File: config.mk
export PLATFORM = sky130hd
export DESIGN_NAME = ssk_ctrl
export DESIGN_NICKNAME = d
export VERILOG_FILES = /design/src/sv/ssk_pkg.sv /design/src/sv/ssk_ctrl.sv
export SDC_FILE = /design/constraint.sdc
export NUM_CORES = 1
export LEC_CHECK = 0
export ABC_AREA = 1
export ABC_CLOCK_PERIOD_IN_PS = 1800
export BUFFER_PORTS_ARGS = -buffer_cell sky130_fd_sc_hd__buf_2
export CAP_MARGIN = 25
export CELL_PAD_IN_SITES_DETAIL_PLACEMENT = 0
export CELL_PAD_IN_SITES_GLOBAL_PLACEMENT = 2
export CORE_AREA = 2 2 39 41
export CTS_CLUSTER_DIAMETER = 150
export DETAILED_ROUTE_END_ITERATION = 7
export DIE_AREA = 0 0 41 43
export MAX_ROUTING_LAYER = met4
export PLACE_DENSITY = 0.63
export RECOVER_POWER = 100
export SYNTH_ARGS = -nofsm -noshare
export SYNTH_HDL_FRONTEND = slang
export SYNTH_SLANG_ARGS = --single-unit
File: constraint.sdc
create_clock -name clk -period 1.8 [get_ports clk]
set_clock_uncertainty 0.15 [all_clocks]
set_input_delay 0.27 -clock clk [delete_from_list [all_inputs] [get_ports clk]]
set_output_delay 0.27 -clock clk [all_outputs]
set_load 0.005 [all_outputs]
File: src/sv/ssk_pkg.sv
// shared types and constants of the space-saving top-k tracker
package ssk_pkg;

	localparam int MAX_ENTRIES_DEF = 64;
	localparam int KEY_W = 64;
	localparam int LEN_W = 4;
	localparam int CNT_W = 32;
	localparam int CAP_W = 7;
	localparam int IN_DATA_W = 72;
	localparam int OUT_DATA_W = 72;
	localparam logic [CNT_W-1:0] CNT_MAX = '1;

	typedef struct packed {
		logic [KEY_W-1:0] key;
		logic [LEN_W-1:0] len;
		logic [CNT_W-1:0] cnt;
		logic [CNT_W-1:0] err;
	} ssk_entry_t;

	// commands from the controller to the datapath
	typedef struct packed {
		logic load;
		logic match;
		logic update;
	} ssk_cmd_t;

	typedef enum logic [2:0] {
		S_IDLE   = 3'b001,
		S_MATCH  = 3'b010,
		S_UPDATE = 3'b100
	} ssk_state_t;

endpackage

File: src/sv/ssk_ctrl.sv
// controller state machine of the top-k tracker
module ssk_ctrl
	import ssk_pkg::*;
(
	input  logic      clk,
	input  logic      arst_n,
	input  logic      in_valid,
	output logic      in_ready,
	output logic      out_valid,
	input  logic      out_ready,
	output ssk_cmd_t  cmd
);

	ssk_state_t state_q;
	logic       out_valid_q;
	logic       out_free;

	assign out_free  = !out_valid_q || out_ready;
	assign in_ready  = (state_q == S_IDLE);
	assign out_valid = out_valid_q;

	always_comb begin
		cmd        = '0;
		cmd.load   = (state_q == S_IDLE) && in_valid;
		cmd.match  = (state_q == S_MATCH);
		cmd.update = (state_q == S_UPDATE) && out_free;
	end

	always_ff @(posedge clk or negedge arst_n) begin
		if (!arst_n) begin
			state_q     <= S_IDLE;
			out_valid_q <= 1'b0;
		end else begin
			case (state_q)
				S_IDLE: begin
					if (in_valid) state_q <= S_MATCH;
				end
				S_MATCH: begin
					state_q <= S_UPDATE;
				end
				S_UPDATE: begin
					// hold here until the output register has room
					if (out_free) begin
						state_q <= S_IDLE;
					end
				end
				default: state_q <= S_IDLE;
			endcase
			if (cmd.update) out_valid_q <= 1'b1;
			else if (out_ready) out_valid_q <= 1'b0;
		end
	end

endmodule

== Word level (Yosys, flattened, before mapping) ==
Index checks and enable logic that the tools add are counted.
Storage, ports and cells
  register bits: 4
  output and inout bits: 5
  memories kept: 0
  bits in latches: 0
  memory bits (writable): 0
  word-level logic and storage cells: 18
  ROM bits: 0
Operators by class
  divide/modulo/power cells: 0
  $mul: 0
  reduce and logical (&&, ||, !) cells: 6
  bitwise gates (word level): 0
  eq/ne operators: 5
  add/subtract/negate cells: 0
  shift operators: 0
  $lt $le $gt $ge: 0
  muxes and demuxes: 5
Operators with widths (count)
  $pmux 3 s3: 1
  $mux 3: 2
  $ne 2x2->1 const B: 2
  $eq 3x1->1 const B: 1
  $eq 3x2->1 const B: 1
  $eq 3x3->1 const B: 1
  $logic_and 1x1->1: 2
  $mux 1: 2
  $reduce_and 2->1: 1
  $reduce_bool 2->1: 1
  $logic_not 1->1: 1
  $logic_or 1x1->1: 1

== Logic depth before layout (Yosys ltp) ==
Gate-level depths: netlist of the first run.
  word-level depth: 4
  gate-level depth with buffers: 6

== Worst setup path before layout of the first run ==
OpenSTA, ideal clock, no wires.
  path kind: reg2out
  start: reg state_q[0]
  end: out cmd[2] in the netlist's numbering
  slack: 0.565 ns
  buffers on the path: 0
  required time: 1.380 ns
  arrival: 0.815 ns
  cell stages (with the launch flop): 5
  cells stage by stage: dfstp_2 inv_1 nor2_2 nand2_2 nor2_1
RTL lines
  start: declaration: RTL line ssk_ctrl.sv:14  | ssk_state_t state_q;
  start signal: assignment: RTL line ssk_ctrl.sv:31  | state_q <= S_IDLE;
  start signal: assignment: RTL line ssk_ctrl.sv:36  | if (in_valid) state_q <= S_MATCH;
  start signal: assignment: RTL line ssk_ctrl.sv:39  | state_q <= S_UPDATE;
  end: declaration: RTL line ssk_ctrl.sv:11  | output ssk_cmd_t cmd

== Final worst setup path of the first run ==
  start: reg state_q[0]
  end: out in_ready
Between the ends
  word-level cells in the longest chain between the ends: 1
RTL lines
  $eq 3x1->1: RTL line ssk_ctrl.sv:19  | assign in_ready = (state_q == S_IDLE);
  end: declaration: RTL line ssk_ctrl.sv:8  | output logic in_ready,
Every way passes these cells.

==> metrics.yaml, run 1 <==
status:
  status: "completed"
sta:
  maxSlewHeadroom_pct: 84.8
  setup_viol: 0
  rsz0062_at_grt: "no"
  holdWs_ns: 0.0956
  maxSlewViolCount: 0
  hold_viol: 0
  tightest_slew_ns: 0.227
  fin_crit_sh_pct: 90.3
  fmax_ghz: 0.615
  tns_ns: 0
  post-route-min-period_ns: 1.63
critical_path:
  reg2regPathDepth: 6
  cp_slowest_cell: "dfstp_2"
  r2r_start: "state_q[0]$_DFFE_PN1P_"
  required_ns: 1.38
  path_max_fanout: 4
  endpoint: "in_ready"
  crit_chain: "inv_1, nor2_2, nand2_1, clkinvlp_2, buf_2"
  crit_arrival_ns: 1.21
  start_kind: "register"
  worstSetupEndpointType: "output pin"
  criticalPathCategory: "reg2out"
  max_stage_delay_ns: 0.52
  reg2reg_slack_ns: 0.63
  worstReg2RegEnd: "state_q[0]$_DFFE_PN1P_"
  crit_path_start: "state_q[0]$_DFFE_PN1P_"
clock_tree:
  post_cts_buffers: 0
  cts-buffers-inserted: 3
  cts-root-buf: "clkbuf_4"
  clk_pin_slew_ns: 0.04
  clkSinkCount: 4
  cts_tree: "done"
  ctsResizeCount: 0
  h-tree-depth: 1
  clock_latency_ns: 0.24
  clk_path_buf_depth: 2
detailed_routing:
  vias: 187
  drt-initial-drc-count: 1
  drcViolationCount: 0
  routedWlPerCell_um: 7.26
  drt_first_pass_iters: 2
  drtAntennaViolNets: 0
  viasPerCell: 3.46
  wl_um: 392
pwr:
  power_frac_seq_pct: 34.9
  p_int_uw: 272
  leakage_uw: 0.000156
  power_density_nw_per_um2: 1480
  switching_share_pct: 35.6
  power.switching_uw: 150
  combPwrFrac_pct: 35.6
  finalPower_uw: 422
  peakVddDrop_mv: 0.439
  p_clk_share_pct: 29.5
global_routing:
  grt-ovfl-total: 0
  grt_start_max_net_pins: 5
  antenna_found_initial: 0
  grt_util_all_layers_pct: 6.71
  grt_pass1_wl_um: 662
  grt_pass1_vias: 174
floorplan:
  die_h_um: 43
  initial_core_util_pct: 14.0
  die_w_um: 41
  fp-row-count: 14
  ios: 9
  core_sq_um: 1380
  die-area_sq_um: 1760
placement:
  port_buffers: 8
  hpwl_um: 286
  gp_congestion: 0.618
yosys:
  seq_area_frac_synth_pct: 52.3
  synth_area_sq_um: 194
  synth_nets: 29
  yosysWarnings: 0
  synth-seq-cells: 4
  postSynthAreaPerCell_sq_um: 7.76
  syn_inst: 25
  yosysUniqueCellTypes: 11
final_layout:
  fill_cells: 171
  syn_to_final_growth_pct: 46.5
  drive_gt1_share_pct: 34.2
  diodes: 0
  nNetsFinal: 43
  layout_common_cells: "nor2_1 (5), buf_2 (5), inv_1 (4), nand2_1 (4), clkbuf_1 (4)"
hold_path:
  hp-class: "in2reg"
job:
  cap_viol_max_count: 0
==> critical path, delay by kind of cell, from the launching register on <==
| family | cells | cell delay (ns) |
|---|---|---|
| AND/OR/NAND/NOR | 2 | 0.18 |
| flip-flops | 1 | 0.52 |
| buffers and inverters | 3 | 0.27 |
==> stage by stage <==
step	setup slack [ns]	util (%)	area [sq um]	std cells
final	0.175	20.5	284	54
after global routing	0.0777	20.5	284	54
after CTS	0.195	21.0	290	54
after detailed placement	0.457	18.4	254	49
after global placement	0.452	18.4	254	49
after floorplan	0.565	-	194	25
==> layout make-up <==
| class | instances | area (sq um) | area share, % |
|---|---|---|---|
| inverters | 6 | 23.8 | 8.37 |
| clock buffers | 4 | 26.3 | 9.25 |
| repair buffers | 9 | 46.3 | 16.3 |
| flip-flops and latches | 4 | 101 | 35.7 |
| multi-input cells | 15 | 66.3 | 23.3 |
| well taps | 16 | 20.0 | 7.05 |
==> how the worst min path moves through the flow <==
stage                     startpoint  slack, ns  cells past startpoint                     end
final                      out_ready        0.1                      2   out_valid$_DFFE_PN0P_
after global routing        in_valid       0.10                      4  state_q[0]$_DFFE_PN1P_
after floorplan               arst_n      -0.18                      0   out_valid$_DFFE_PN0P_
after detailed placement      arst_n      -0.07                      1   out_valid$_DFFE_PN0P_
after global placement        arst_n      -0.07                      1   out_valid$_DFFE_PN0P_
after CTS                  out_ready        0.1                      2   out_valid$_DFFE_PN0P_
==> repair_timing <==
| item | 4_1_cts | 5_1_grt |
|---|---|---|
| endpoints found under the hold margin | 4 | 0 |
| hold buffers | 1 | 0 |
| setup endpoints to repair | 0 | 0 |
==> power groups by stage <==
stage / Clock, uW / Sequential, uW / Combinational [uW]
after global placement: 0 / 149 / 164
after detailed placement: 0 / 148 / 161
after global routing: 139 / 150 / 173
after CTS: 134 / 147 / 164
after floorplan: 0 / 145 / 109
final: 124 / 147 / 150
==> cells in the mapped netlist <==
master / n / share of area, %
clkinv_2: 1 / 2.6
inv_2: 1 / 1.9
dfstp_2: 1 / 14
nor2_2: 1 / 3.2
nand2_2: 2 / 6.5
o21ai_0: 1 / 2.6
nand3_1: 3 / 7.7
nor2_1: 5 / 9.7
dfrtp_1: 3 / 39
inv_1: 4 / 7.7
nand2_1: 3 / 5.8
==> flip-flops by register name, summed over array words and instances (netlist names) <==
signal and count:
state_q 3, out_valid 1
==> layer usage <==
metal / part of all wire (%) / track usage, %
met5: 0 / -
met4: 1.5 / 6.00
met3: 15 / 7.85
met2: 38 / 7.19
met1: 45 / 5.84
==> logic make-up (layout without fill, tap and decap cells) <==
family,count (synthesis),count (layout),synth area share (%)
AND/OR/NAND/NOR,14,14,32.9
buffers and inverters,6,19,12.3
flip-flops,4,4,52.3
AO/OA/AOI/OAI,1,1,2.58
No activity file was read; power rests on OpenSTA's default activity.
==> run 2, diff against run 1 <==
--- a/config.mk
+++ b/config.mk
@@ -6,7 +6,7 @@
 export NUM_CORES = 1
 export LEC_CHECK = 0
 export ABC_AREA = 1
-export ABC_CLOCK_PERIOD_IN_PS = 1800
+export ABC_CLOCK_PERIOD_IN_PS = 1660
 export BUFFER_PORTS_ARGS = -buffer_cell sky130_fd_sc_hd__buf_2
 export CAP_MARGIN = 25
 export CELL_PAD_IN_SITES_DETAIL_PLACEMENT = 0
==> constraint.sdc (replaced) <==
create_clock -name clk -period 1.66 [get_ports clk]
set_clock_uncertainty 0.15 [all_clocks]
set_input_delay 0.249 -clock clk [delete_from_list [all_inputs] [get_ports clk]]
set_output_delay 0.249 -clock clk [all_outputs]
set_load 0.005 [all_outputs]
==> metrics.yaml, run 2 (same netlist as run 1, synthesis figures left out) <==
status:
  status: "completed"
pwr:
  leakage_uw: 0.000159  # +1.4%
  power.switching_uw: 166  # +11%
  power_density_nw_per_um2: 1630  # +9.7%
  p_clk_share_pct: 29.0  # -0.5 points
  peakVddDrop_mv: 0.549  # +25%
  p_int_uw: 300  # +11%
  combPwrFrac_pct: 36.6  # +1.0 points
  power_frac_seq_pct: 34.4  # -0.5 points
  switching_share_pct: 35.6  # +0.058 points
floorplan:
  fp-row-count: 14  # unchanged
  die_h_um: 43  # unchanged
  initial_core_util_pct: 14.0  # unchanged
  die-area_sq_um: 1760  # unchanged
  core_sq_um: 1380  # unchanged
  ios: 9  # unchanged
  die_w_um: 41  # unchanged
critical_path:
  crit_chain: "inv_2, nor2_2, nand2_2, nor2_1, buf_2"
  path_max_fanout: 4  # unchanged
  crit_path_start: "state_q[0]$_DFFE_PN1P_"
  worstSetupEndpointType: "output pin"
  cp_slowest_cell: "dfstp_2"
  criticalPathCategory: "reg2out"
  r2r_start: "state_q[0]$_DFFE_PN1P_"
  required_ns: 1.26  # -0.12 ns
  max_stage_delay_ns: 0.52  # about the same
  start_kind: "register"
  crit_arrival_ns: 1.15  # -0.06 ns
detailed_routing:
  dr_wl_met3_um: 66  # +14%
  drt-initial-drc-count: 3  # +2
  route.met2.wl_um: 117  # -21%
  wl_um: 370  # -5.6%
  drcViolationCount: 0  # unchanged
  routedWlPerCell_um: 6.85  # -5.6%
  drt_first_pass_iters: 4  # +2
  drtAntennaViolNets: 0  # unchanged
  topRoutingLayerUsed: "met4"
  vias: 182  # -2.7%
  wl_met1_um: 171  # -3.9%
  viasPerCell: 3.37  # -2.7%
final_layout:
  regMostFlops: "state_q"
  diodes: 0  # unchanged
  nNetsFinal: 43  # unchanged
  syn_to_final_growth_pct: 47.7
  drive_gt1_share_pct: 39.5  # +5.3 points
  layout_common_cells: "nor2_1 (5), buf_2 (5), clkbuf_1 (4)"
  largest_reg_flops: 3  # unchanged
  finalNonFillerCells: 54  # unchanged
sta:
  fmax_ghz: 0.644
  setup_viol: 0  # unchanged
  tightest_slew_ns: 0.200  # -0.0271 ns
  hold_viol: 0  # unchanged
  maxSlewViolCount: 0  # unchanged
  fin_crit_sh_pct: 93.5
  rsz0062_at_grt: "no"
  post-route-min-period_ns: 1.55
  tns_ns: 0  # unchanged
  maxSlewHeadroom_pct: 86.7  # +1.8 points
global_routing:
  grt_start_max_net_pins: 5  # unchanged
  grt_pass1_vias: 175  # +0.57%
  grt_util_all_layers_pct: 6.93  # +0.22 points
  grt-ovfl-total: 0  # unchanged
  antenna_found_initial: 0  # unchanged
  grt_pass1_wl_um: 683  # +3.2%
clock_tree:
  clock_latency_ns: 0.24  # about the same
  clk_pin_slew_ns: 0.04  # about the same
  cts-root-buf: "clkbuf_4"
  cts-buffers-inserted: 3  # unchanged
  clkSinkCount: 4  # unchanged
  clk_path_buf_depth: 2  # unchanged
  post_cts_buffers: 0  # unchanged
  cts_tree: "done"
  h-tree-depth: 1  # unchanged
placement:
  place_inst: 49  # unchanged
  hpwl_um: 287  # +0.21%
  gp_congestion: 0.655  # +6.0%
  port_buffers: 8  # unchanged
hold_path:
  hp-class: "in2reg"
  hold_start: "out_ready"
job:
  cap_viol_max_count: 0  # unchanged
run 2: cell count changes in the layout (fill, tap and decap cells not counted), sizes merged:
cell / delta
clkinvlp: -1
clkinv: +1
run 2: power by group through the flow:
stage | sequential (uW) | clock (uW) | combinational [uW]
detailed placement | 160 | 0 | 175
finish | 161 | 135 | 171
CTS | 159 | 143 | 178
global route | 165 | 149 | 204
global placement | 161 | 0 | 178
floorplan | 158 | 0 | 118
run 2: repair_timing:
| item | 4_1_cts | 5_1_grt |
|---|---|---|
| setup endpoints to repair | 0 | 1 |
| endpoints found under the hold margin | 4 | 0 |
| gates resized for setup | 0 | 1 |
| hold buffers | 1 | 0 |
run 2: area by class of cell:
| class | count | area [sq um] |
|---|---|---|
| flip-flops and latches | 4 | 101 |
| repair buffers | 9 | 46.3 |
| multi-input cells | 15 | 68.8 |
| inverters | 6 | 23.8 |
| fillers | 158 | 1100 |
| clock buffers | 4 | 26.3 |
| well taps | 16 | 20.0 |
run 2: through the flow:
| step | util, % | setup slack [ns] | hold slack, ns | power (uW) | area, sq um |
|---|---|---|---|---|---|
| global route | 20.7 | 0.0170 | 0.0823 | 518 | 287 |
| finish | 20.7 | 0.107 | 0.0677 | 466 | 287 |
| CTS | 21.0 | 0.0745 | 0.0638 | 480 | 290 |
| floorplan | - | 0.446 | -0.197 | 276 | 194 |
| global placement | 18.4 | 0.340 | -0.0920 | 339 | 254 |
| detailed placement | 18.4 | 0.336 | -0.0930 | 335 | 254 |
run 2: worst paths after layout:
check                                               to  cells after the start  slack [ns]
worst min register to register   out_valid$_DFFE_PN0P_                      2        0.39
worst min-delay path             out_valid$_DFFE_PN0P_                      2        0.07
min in group asynchronous        out_valid$_DFFE_PN0P_                      2        0.21
worst max register to register  state_q[0]$_DFFE_PN1P_                      5        0.58
max in group asynchronous       state_q[0]$_DFFE_PN1P_                      2        0.90
worst max-delay path                            cmd[2]                      5        0.11
run 2: worst max-delay path: cells and delay by family (launching register included):
| kind | cells | cell delay, ns |
|---|---|---|
| and+or+nand+nor | 3 | 0.25 |
| DFF | 1 | 0.52 |
| buffers and inverters | 2 | 0.15 |
run 2: per-layer routing:
layer  GRT usage, %  vias up
met1           6.86       68
met4           6.00        0
met5              -        -
li1               -       98
met2           6.88       11
met3           7.85        5
